[src/sst_pkg.sv]
`timescale 1ns / 1ps
// Shared types and constants for the sprint start/stop timer.
// Depends on nothing; every module of the timer imports it.
package sst_pkg;

  typedef logic [1:0] phase_t;
  typedef logic [3:0] digit_t;
  typedef logic [7:0] char_t;
  typedef logic [1:0] beat_t;

  // Race phases.
  localparam phase_t PH_WAIT    = 2'd0;
  localparam phase_t PH_GREEN   = 2'd1;
  localparam phase_t PH_TIMING  = 2'd2;
  localparam phase_t PH_STOPPED = 2'd3;

  // Position within the four-character time report.
  localparam beat_t BEAT_SEC = 2'd0;
  localparam beat_t BEAT_DOT = 2'd1;
  localparam beat_t BEAT_TEN = 2'd2;
  localparam beat_t BEAT_HUN = 2'd3;

  localparam digit_t DIGIT_WRAP = 4'd10;
  localparam digit_t DIGIT_MAX  = 4'd9;

  localparam char_t ASCII_ZERO = 8'h30;
  localparam char_t ASCII_DOT  = 8'h2E;

  localparam logic [7:0] STOP_CONFIRM_RESET = 8'd10;

  // Everything the output stage needs to present the result of one tick.
  typedef struct packed {
    phase_t phase;
    logic   report;
    digit_t sec;
    digit_t ten;
    digit_t hun;
  } sst_result_t;

endpackage

[src/sst_bcd_step.sv]
`timescale 1ns / 1ps
// Three-digit BCD time counter step with the finish-time trim on tenths.
// Depends on sst_pkg.
module sst_bcd_step (
  input  logic            advance,
  input  logic            trim,
  input  sst_pkg::digit_t hun,
  input  sst_pkg::digit_t ten,
  input  sst_pkg::digit_t sec,
  output sst_pkg::digit_t hun_next,
  output sst_pkg::digit_t ten_next,
  output sst_pkg::digit_t sec_next
);
  import sst_pkg::*;

  digit_t h_inc;
  digit_t t_inc;
  digit_t s_inc;
  digit_t t_cnt;
  logic   h_wrap;
  logic   t_wrap;

  always_comb begin
    h_inc  = hun + 4'd1;
    h_wrap = (h_inc == DIGIT_WRAP);
    t_inc  = ten + {3'd0, h_wrap};
    t_wrap = (t_inc == DIGIT_WRAP);
    s_inc  = sec + {3'd0, t_wrap};

    if (advance) begin
      hun_next = h_wrap ? 4'd0 : h_inc;
      t_cnt    = t_wrap ? 4'd0 : t_inc;
      sec_next = (s_inc == DIGIT_WRAP) ? 4'd0 : s_inc;
    end else begin
      hun_next = hun;
      t_cnt    = ten;
      sec_next = sec;
    end

    // The stop reading takes one tenth off, without borrowing from seconds.
    if (trim) begin
      ten_next = (t_cnt != 4'd0) ? t_cnt - 4'd1 : DIGIT_MAX;
    end else begin
      ten_next = t_cnt;
    end
  end

endmodule

[src/sst_report_out.sv]
`timescale 1ns / 1ps
// Output register of the timer: lamp states and the serialized time report.
// Depends on sst_pkg.
module sst_report_out (
  input  logic                clk,
  input  logic                rst_n,
  input  logic                load,
  input  sst_pkg::sst_result_t load_data,
  output logic                load_free,
  output logic                out_valid,
  input  logic                out_stall,
  output logic                out_green_lamp,
  output logic                out_yellow_lamp,
  output logic                out_red_lamp,
  output logic                out_char_valid,
  output logic [7:0]          out_tx_char,
  output logic                out_last
);
  import sst_pkg::*;

  logic        valid_r;
  logic        valid_nxt;
  sst_result_t data_r;
  beat_t       beat_r;
  beat_t       beat_nxt;
  logic        beat_done;

  assign out_valid       = valid_r;
  assign out_green_lamp  = (data_r.phase == PH_GREEN);
  assign out_yellow_lamp = (data_r.phase == PH_TIMING);
  assign out_red_lamp    = (data_r.phase == PH_STOPPED);
  assign out_char_valid  = data_r.report;
  assign out_last        = !data_r.report || (beat_r == BEAT_HUN);

  always_comb begin
    out_tx_char = 8'd0;
    if (data_r.report) begin
      unique case (beat_r)
        BEAT_SEC: out_tx_char = ASCII_ZERO + {4'd0, data_r.sec};
        BEAT_DOT: out_tx_char = ASCII_DOT;
        BEAT_TEN: out_tx_char = ASCII_ZERO + {4'd0, data_r.ten};
        BEAT_HUN: out_tx_char = ASCII_ZERO + {4'd0, data_r.hun};
        default:  out_tx_char = 8'd0;
      endcase
    end
  end

  assign beat_done = valid_r && !out_stall;
  assign load_free = !valid_r || (beat_done && out_last);

  always_comb begin
    valid_nxt = valid_r;
    beat_nxt  = beat_r;
    if (load) begin
      valid_nxt = 1'b1;
      beat_nxt  = BEAT_SEC;
    end else if (beat_done) begin
      if (out_last) begin
        valid_nxt = 1'b0;
      end else begin
        beat_nxt = beat_r + 2'd1;
      end
    end
  end

  always_ff @(posedge clk) begin
    if (!rst_n) begin
      valid_r <= 1'b0;
      beat_r  <= BEAT_SEC;
    end else begin
      valid_r <= valid_nxt;
      beat_r  <= beat_nxt;
    end
  end

  always_ff @(posedge clk) begin
    if (load) begin
      data_r <= load_data;
    end
  end

  // Only a report walks past its first beat.
  a_beat_only_in_report: assert property (@(posedge clk) disable iff (!rst_n)
    valid_r && (beat_r != BEAT_SEC) |-> data_r.report)
    else $error("report beat advanced on a lamp-only result");

  // A report is only ever produced by the stopping tick.
  a_report_when_stopped: assert property (@(posedge clk) disable iff (!rst_n)
    valid_r && data_r.report |-> data_r.phase == PH_STOPPED)
    else $error("time report without the stopped phase");

  // The final beat empties the stage unless a new result is loaded.
  a_last_empties: assert property (@(posedge clk) disable iff (!rst_n)
    beat_done && out_last && !load |=> !valid_r)
    else $error("output stage stayed full after its final beat");

  // A new result never overwrites one that still has beats to deliver.
  a_no_overwrite: assert property (@(posedge clk) disable iff (!rst_n)
    load && valid_r |-> beat_done && out_last)
    else $error("output stage loaded while busy");

endmodule

[src/sprint_start_stop_timer.sv]
`timescale 1ns / 1ps
// Top level of the sprint start/stop timer.
// Depends on sst_pkg, sst_bcd_step and sst_report_out.

// The timer takes one tick per beat on the in_ channel: a sample tick (mode 0)
// feeds the start-block level into a ring of SAMPLE_WINDOW samples, and a
// hundredth tick (mode 1) advances the BCD race time while timing runs. Every
// tick yields one out_ beat with the lamp states; the tick that confirms the
// finish yields four beats instead, carrying the ASCII report "s.th", with
// out_last set on the final one. An accepted tick sits in an input register,
// is processed in a single pass into the output register, and while out_stall
// stays low a new tick can be accepted in every cycle, so the sustained rate
// is one tick per cycle. The finishing tick is the exception: its four report
// beats occupy the output register one after another, and in_stall rises
// during them only if a further tick is already waiting. The stop threshold
// is written through the cfg_ port, which is always ready and should only be
// written while idle.
module sprint_start_stop_timer #(
  parameter int unsigned SAMPLE_WINDOW = 4
) (
  input  logic       clk,
  input  logic       rst_n,
  input  logic       cfg_valid,
  output logic       cfg_ready,
  input  logic [7:0] cfg_data,
  input  logic       in_valid,
  output logic       in_stall,
  input  logic       in_mode,
  input  logic       in_start_level,
  input  logic       in_beam_level,
  output logic       out_valid,
  input  logic       out_stall,
  output logic       out_green_lamp,
  output logic       out_yellow_lamp,
  output logic       out_red_lamp,
  output logic       out_char_valid,
  output logic [7:0] out_tx_char,
  output logic       out_last
);
  import sst_pkg::*;

  localparam int unsigned SLOT_W = (SAMPLE_WINDOW > 1) ? $clog2(SAMPLE_WINDOW) : 1;
  localparam logic [SLOT_W-1:0] SLOT_LAST = SLOT_W'(SAMPLE_WINDOW - 1);

  // Configuration register: the beam must be seen broken this many times.
  logic [7:0] stop_confirm_r;

  assign cfg_ready = 1'b1;

  always_ff @(posedge clk) begin
    if (!rst_n) begin
      stop_confirm_r <= STOP_CONFIRM_RESET;
    end else if (cfg_valid && cfg_ready) begin
      stop_confirm_r <= cfg_data;
    end
  end

  // Input register. It frees up as soon as its tick moves to the output stage.
  logic hold_valid_r;
  logic hold_valid_nxt;
  logic hold_mode_r;
  logic hold_start_r;
  logic hold_beam_r;
  logic in_accept;
  logic load_free;
  logic advance;

  assign advance   = hold_valid_r && load_free;
  assign in_stall  = hold_valid_r && !load_free;
  assign in_accept = in_valid && !in_stall;

  always_comb begin
    hold_valid_nxt = hold_valid_r;
    if (in_accept) begin
      hold_valid_nxt = 1'b1;
    end else if (advance) begin
      hold_valid_nxt = 1'b0;
    end
  end

  always_ff @(posedge clk) begin
    if (!rst_n) begin
      hold_valid_r <= 1'b0;
    end else begin
      hold_valid_r <= hold_valid_nxt;
    end
  end

  always_ff @(posedge clk) begin
    if (in_accept) begin
      hold_mode_r  <= in_mode;
      hold_start_r <= in_start_level;
      hold_beam_r  <= in_beam_level;
    end
  end

  // Race state.
  phase_t                   phase_r;
  phase_t                   phase_nxt;
  logic [SLOT_W-1:0]        slot_r;
  logic [SLOT_W-1:0]        slot_nxt;
  logic [SAMPLE_WINDOW-1:0] samples_r;
  logic [SAMPLE_WINDOW-1:0] samples_upd;
  logic [SAMPLE_WINDOW-1:0] samples_nxt;
  digit_t                   hun_r;
  digit_t                   ten_r;
  digit_t                   sec_r;
  digit_t                   hun_nxt;
  digit_t                   ten_nxt;
  digit_t                   sec_nxt;
  logic [7:0]               broken_r;
  logic [7:0]               broken_inc;
  logic [7:0]               broken_nxt;
  logic                     do_sample;
  logic                     do_time;
  logic                     do_stop;
  sst_result_t              result;

  assign do_sample = advance && !hold_mode_r &&
                     ((phase_r == PH_WAIT) || (phase_r == PH_GREEN));
  assign do_time   = advance && hold_mode_r && (phase_r == PH_TIMING);

  // The new sample replaces the oldest one in the ring.
  always_comb begin
    for (int i = 0; i < SAMPLE_WINDOW; i++) begin
      samples_upd[i] = (slot_r == SLOT_W'(i)) ? hold_start_r : samples_r[i];
    end
  end

  assign broken_inc = broken_r + 8'd1;
  assign do_stop    = do_time && !hold_beam_r && (broken_inc == stop_confirm_r);

  sst_bcd_step u_bcd (
    .advance  (do_time),
    .trim     (do_stop),
    .hun      (hun_r),
    .ten      (ten_r),
    .sec      (sec_r),
    .hun_next (hun_nxt),
    .ten_next (ten_nxt),
    .sec_next (sec_nxt)
  );

  always_comb begin
    phase_nxt   = phase_r;
    slot_nxt    = slot_r;
    samples_nxt = samples_r;
    broken_nxt  = broken_r;
    if (do_sample) begin
      samples_nxt = samples_upd;
      slot_nxt    = (slot_r == SLOT_LAST) ? '0 : slot_r + 1'b1;
      // A steady start signal means the runner has left the block.
      if ((&samples_upd) || !(|samples_upd)) begin
        phase_nxt = PH_TIMING;
      end else begin
        phase_nxt = PH_GREEN;
      end
    end
    if (do_time && !hold_beam_r) begin
      broken_nxt = broken_inc;
    end
    if (do_stop) begin
      phase_nxt = PH_STOPPED;
    end
  end

  always_ff @(posedge clk) begin
    if (!rst_n) begin
      phase_r   <= PH_WAIT;
      slot_r    <= '0;
      samples_r <= {1'b1, {(SAMPLE_WINDOW - 1){1'b0}}};
      hun_r     <= 4'd0;
      ten_r     <= 4'd0;
      sec_r     <= 4'd0;
      broken_r  <= 8'd0;
    end else begin
      phase_r   <= phase_nxt;
      slot_r    <= slot_nxt;
      samples_r <= samples_nxt;
      hun_r     <= hun_nxt;
      ten_r     <= ten_nxt;
      sec_r     <= sec_nxt;
      broken_r  <= broken_nxt;
    end
  end

  assign result.phase  = phase_nxt;
  assign result.report = do_stop;
  assign result.sec    = sec_nxt;
  assign result.ten    = ten_nxt;
  assign result.hun    = hun_nxt;

  sst_report_out u_out (
    .clk             (clk),
    .rst_n           (rst_n),
    .load            (advance),
    .load_data       (result),
    .load_free       (load_free),
    .out_valid       (out_valid),
    .out_stall       (out_stall),
    .out_green_lamp  (out_green_lamp),
    .out_yellow_lamp (out_yellow_lamp),
    .out_red_lamp    (out_red_lamp),
    .out_char_valid  (out_char_valid),
    .out_tx_char     (out_tx_char),
    .out_last        (out_last)
  );

  // Once stopped, the race stays stopped until reset.
  a_stop_sticks: assert property (@(posedge clk) disable iff (!rst_n)
    phase_r == PH_STOPPED |=> phase_r == PH_STOPPED)
    else $error("timer left the stopped phase");

  // The time digits only move while timing runs.
  a_digits_frozen: assert property (@(posedge clk) disable iff (!rst_n)
    phase_r != PH_TIMING |=> $stable(hun_r) && $stable(sec_r))
    else $error("time digits moved outside timing");

  // Timing can only start from a sample tick.
  a_start_from_sample: assert property (@(posedge clk) disable iff (!rst_n)
    (phase_r == PH_WAIT || phase_r == PH_GREEN) && phase_nxt == PH_TIMING |-> do_sample)
    else $error("timing started without a sample tick");

endmodule
[config.mk]
export PLATFORM = sky130hd
export DESIGN_NAME = sprint_start_stop_timer
export DESIGN_NICKNAME = d
export VERILOG_FILES = /design/src/sst_pkg.sv /design/src/sst_bcd_step.sv /design/src/sst_report_out.sv /design/src/sprint_start_stop_timer.sv
export SDC_FILE = /design/constraint.sdc
export NUM_CORES = 1
export LEC_CHECK = 0
export BUFFER_PORTS_ARGS = -buffer_cell sky130_fd_sc_hd__clkbuf_2
export CAP_MARGIN = 20
export CORE_UTILIZATION = 35
export DETAILED_ROUTE_END_ITERATION = 6
export GPL_TIMING_DRIVEN = 0
export REMOVE_ABC_BUFFERS = 1
export SETUP_SLACK_MARGIN = 0.3
export SLEW_MARGIN = 20
export SYNTH_ARGS = -nofsm -noshare
export SYNTH_HDL_FRONTEND = slang
export SYNTH_HIERARCHICAL = 1
export SYNTH_SLANG_ARGS = --single-unit
[constraint.sdc]
create_clock -name clk -period 3.3 [get_ports clk]
set_input_delay 0.33 -clock clk [delete_from_list [all_inputs] [get_ports clk]]
set_output_delay 0.33 -clock clk [all_outputs]
set_load 0.1 [all_outputs]
==> flow_summary.json <==
{
  "ys_types": 63,
  "drc": 0,
  "ys_seq_area_share_pct": 42.9,
  "r2r_start": "hun_r[0]$_SDFF_PN0_",
  "yosysWarnings": 6,
  "cts_buffers": 9,
  "setup_viol": 0,
  "drt_iter0_drc": 40,
  "max-slew-margin-rel_pct": 50.3,
  "avgSynthCellArea_um2": 10.4,
  "wl_um": 5730,
  "clock_sinks": 58,
  "crit_path_start": "hun_r[0]$_SDFF_PN0_",
  "vias": 2204,
  "area_growth_syn_to_layout_pct": 18.3,
  "ctsHoldBuffers": 0,
  "core_um2": 8680,
  "mostFrequentLayoutCells": "37 x dfxtp_1, 28 x clkbuf_2, 22 x and2_1",
  "seq_area_um2": 1350,
  "start_util_pct": 36.0,
  "setup_tns_ns": 0,
  "worstHoldStart": "in_start_level",
  "clock.fmax_mhz": 349,
  "routed_via_density": 4.92,
  "overflow": 0,
  "die_w_um": 96.5,
  "num-nets-final": 368,
  "worst_pin_slew_ns": 0.745,
  "grtUsageTotal_pct": 13.6,
  "power.density_nw_per_um2": 409,
  "r2r_cells": 16,
  "path_clk_slew_ns": 0.06,
  "synth_compound_area_share_pct": 11.9,
  "hold_class": "input pin to register",
  "worst-setup-path-type": "register to register",
  "rr_endpoint": "sec_r[1]$_SDFF_PN0_",
  "ir_worst_vdd_v": 0.000162,
  "total_power_mw": 1.51,
  "htree_levels": 3,
  "num_antenna_cells": 0,
  "netlist_area_um2": 3120,
  "rrSetupSlack_ns": 0.44,
  "clock_latency_ns": 0.33,
  "floorplan.rows": 34,
  "rsz0062_at_grt": "true",
  "cp_max_fo": 8,
  "port_buffers": 28,
  "routedWlPerCell_um": 12.8,
  "status": "completed",
  "dieArea_um2": 9300,
  "synthXorXnorAreaFrac_pct": 6.41,
  "synth_seq_cells": 58,
  "antenna_found_initial": 0,
  "cap_violations": 0,
  "endpoint_kind": "register",
  "hold_violations": 0,
  "clock_skew_ns": 0.0107,
  "start_kind": "register",
  "drtPass1Iterations": 4,
  "ant_nets": 0,
  "place_congestion": 0.790,
  "cts_tree": "done",
  "hpwl_um": 3930,
  "min_period_ns": 2.86,
  "fin_crit_sh_pct": 86.8,
  "nFillCells": 856,
  "root_buffer": "clkbuf_8",
  "clockBufferDepth": 2,
  "synthSimpleGateAreaFrac_pct": 21.4,
  "grt_pass1_vias": 2111,
  "mostFrequentLayoutCell": "dfxtp_1",
  "die_y_um": 96.5,
  "slew_violations": 0,
  "multi_input_area_um2": 1770,
  "muxShareOfSynthArea_pct": 6.49,
  "crit_required_ns": 3.52,
  "cp-endpoint": "sec_r[1]$_SDFF_PN0_",
  "num_io_pins": 32,
  "leakage_nw": 1.43,
  "syn_inst": 299,
  "synth_top_family_by_area": "simple AND/OR/NAND/NOR gates",
  "grt_pass1_wl_um": 9520,
  "cp_data_arrival_time_ns": 3.09,
  "synth_fa_ha_area_share_pct": 6.81,
  "min_path_cells": 1,
  "drive_gt1_share_pct": 24.7,
  "synth_edf_count": 18,
  "ys.flop_type": "dfxtp_1",
  "grt_max_degree": 43,
  "synthArstFlopShare_pct": 0
}
==> worst min path at each step <==
| stage | to | slack [ns] |
|---|---|---|
| after global placement | samples_r[3]$_SDFFE_PN1P_ | 0.47 |
| after detailed placement | samples_r[3]$_SDFFE_PN1P_ | 0.48 |
| after global routing | hold_mode_r$_DFFE_PP_ | 0.15 |
| after CTS | hold_start_r$_DFFE_PP_ | 0.15 |
| final | hold_start_r$_DFFE_PP_ | 0.17 |
| after floorplan | stop_confirm_r[1]$_SDFFE_PN1P_ | 0.39 |
==> layout make-up <==
| type | instances | area share [%] |
|---|---|---|
| timing repair buffer | 37 | 5.72 |
| clock buffer | 14 | 4.67 |
| sequential | 58 | 36.5 |
| multi-input combinational | 216 | 47.8 |
| inverter | 13 | 1.32 |
| clock inverter | 2 | 0.271 |
| tap | 108 | 3.66 |
==> registers in the layout, summed over array words and instances, names as in the netlist, 2 cells and up <==
register / count
phase_r: 2
hun_r: 4
ten_r: 4
u_out/beat_r: 2
u_out/data_r: 14
broken_r: 8
sec_r: 4
stop_confirm_r: 8
slot_r: 2
samples_r: 4
==> Yosys cell counts (2+ instances only) <==
cell type / instances / share of area (%)
dfxtp_1: 40 / 26
and2_1: 22 / 4.4
nand2_1: 21 / 2.5
edfxtp_1: 18 / 17
mux2i_1: 18 / 5.8
ha_1: 17 / 6.8
nor2b_1: 16 / 3.2
xnor2_1: 16 / 4.5
inv_1: 13 / 1.6
o21ai_0: 8 / 1.3
nor2_1: 7 / 0.84
clkbuf_1: 6 / 0.72
nor3_1: 6 / 0.96
buf_4: 5 / 1.2
nand3b_1: 5 / 1.2
xor2_1: 5 / 1.4
a21oi_1: 4 / 0.64
nand2b_1: 4 / 0.80
o211ai_1: 4 / 0.96
a21boi_0: 3 / 0.72
a221oi_1: 3 / 0.84
nand3_1: 3 / 0.48
nand4_1: 3 / 0.60
o21a_1: 3 / 0.72
a22oi_1: 2 / 0.48
a31oi_1: 2 / 0.40
and4_1: 2 / 0.56
and4_2: 2 / 0.64
conb_1: 2 / 0.24
mux2_2: 2 / 0.72
nand3_2: 2 / 0.64
o211a_1: 2 / 0.64
o22ai_1: 2 / 0.40
or4_4: 2 / 0.72
==> what timing repair did <==
item                       in CTS  in global routing
setup buffers                   5                  3
resized for setup              15                  8
setup endpoints to repair      19                 10
pin swaps                       5                  8
gates cloned                    0                  0
==> critical path, stage by stage, from the launching register on <==
cell and delay, ns:
dfxtp_4 0.38, ha_4 0.18, nor2_1 0.08, nand2_1 0.07
a21boi_2 0.22, ha_4 0.19, ha_4 0.14, xor2_2 0.17
nor3b_2 0.07, and2b_2 0.19, ha_2 0.19, ha_4 0.17
xnor2_2 0.13, nand3b_1 0.11, o211ai_1 0.20, o21ai_1 0.10
and2_1 0.16
==> power breakdown <==
part / internal [mW] / switching [mW]
clock network: 0.332 / 0.264
logic: 0.0383 / 0.107
registers: 0.755 / 0.0156
total: 1.13 / 0.387
==> metrics by stage <==
step	setup WS (ns)	cell area [µm²]	hold slack [ns]	cells	util (%)
global placement	-1.11	3330	0.469	423	38.4
CTS	0.320	3630	0.154	445	41.9
global route	0.240	3690	0.155	448	42.6
detailed placement	-0.275	3350	0.483	424	38.6
finish	0.436	3690	0.170	448	42.6
floorplan	-1.25	3060	0.392	287	-
==> routing by layer <==
layer	up-vias	track usage (%)	wire [µm]
li1	1130	-	-
met2	38	23.1	2740
met5	-	0	0
met1	1025	15.9	2720
met4	0	5.39	78
met3	11	4.07	192
==> logic make-up (layout without fill, tap and decap cells) <==
group           after synthesis  in the layout
buf+inv                      26             66
other cells                   2              3
fa+ha+maj                    17             17
xor+xnor                     22             22
mux                          20             20
flops                        58             58
compound gates               45             45
simple gates                109            109
No activity file was read; power rests on OpenSTA's default activity.
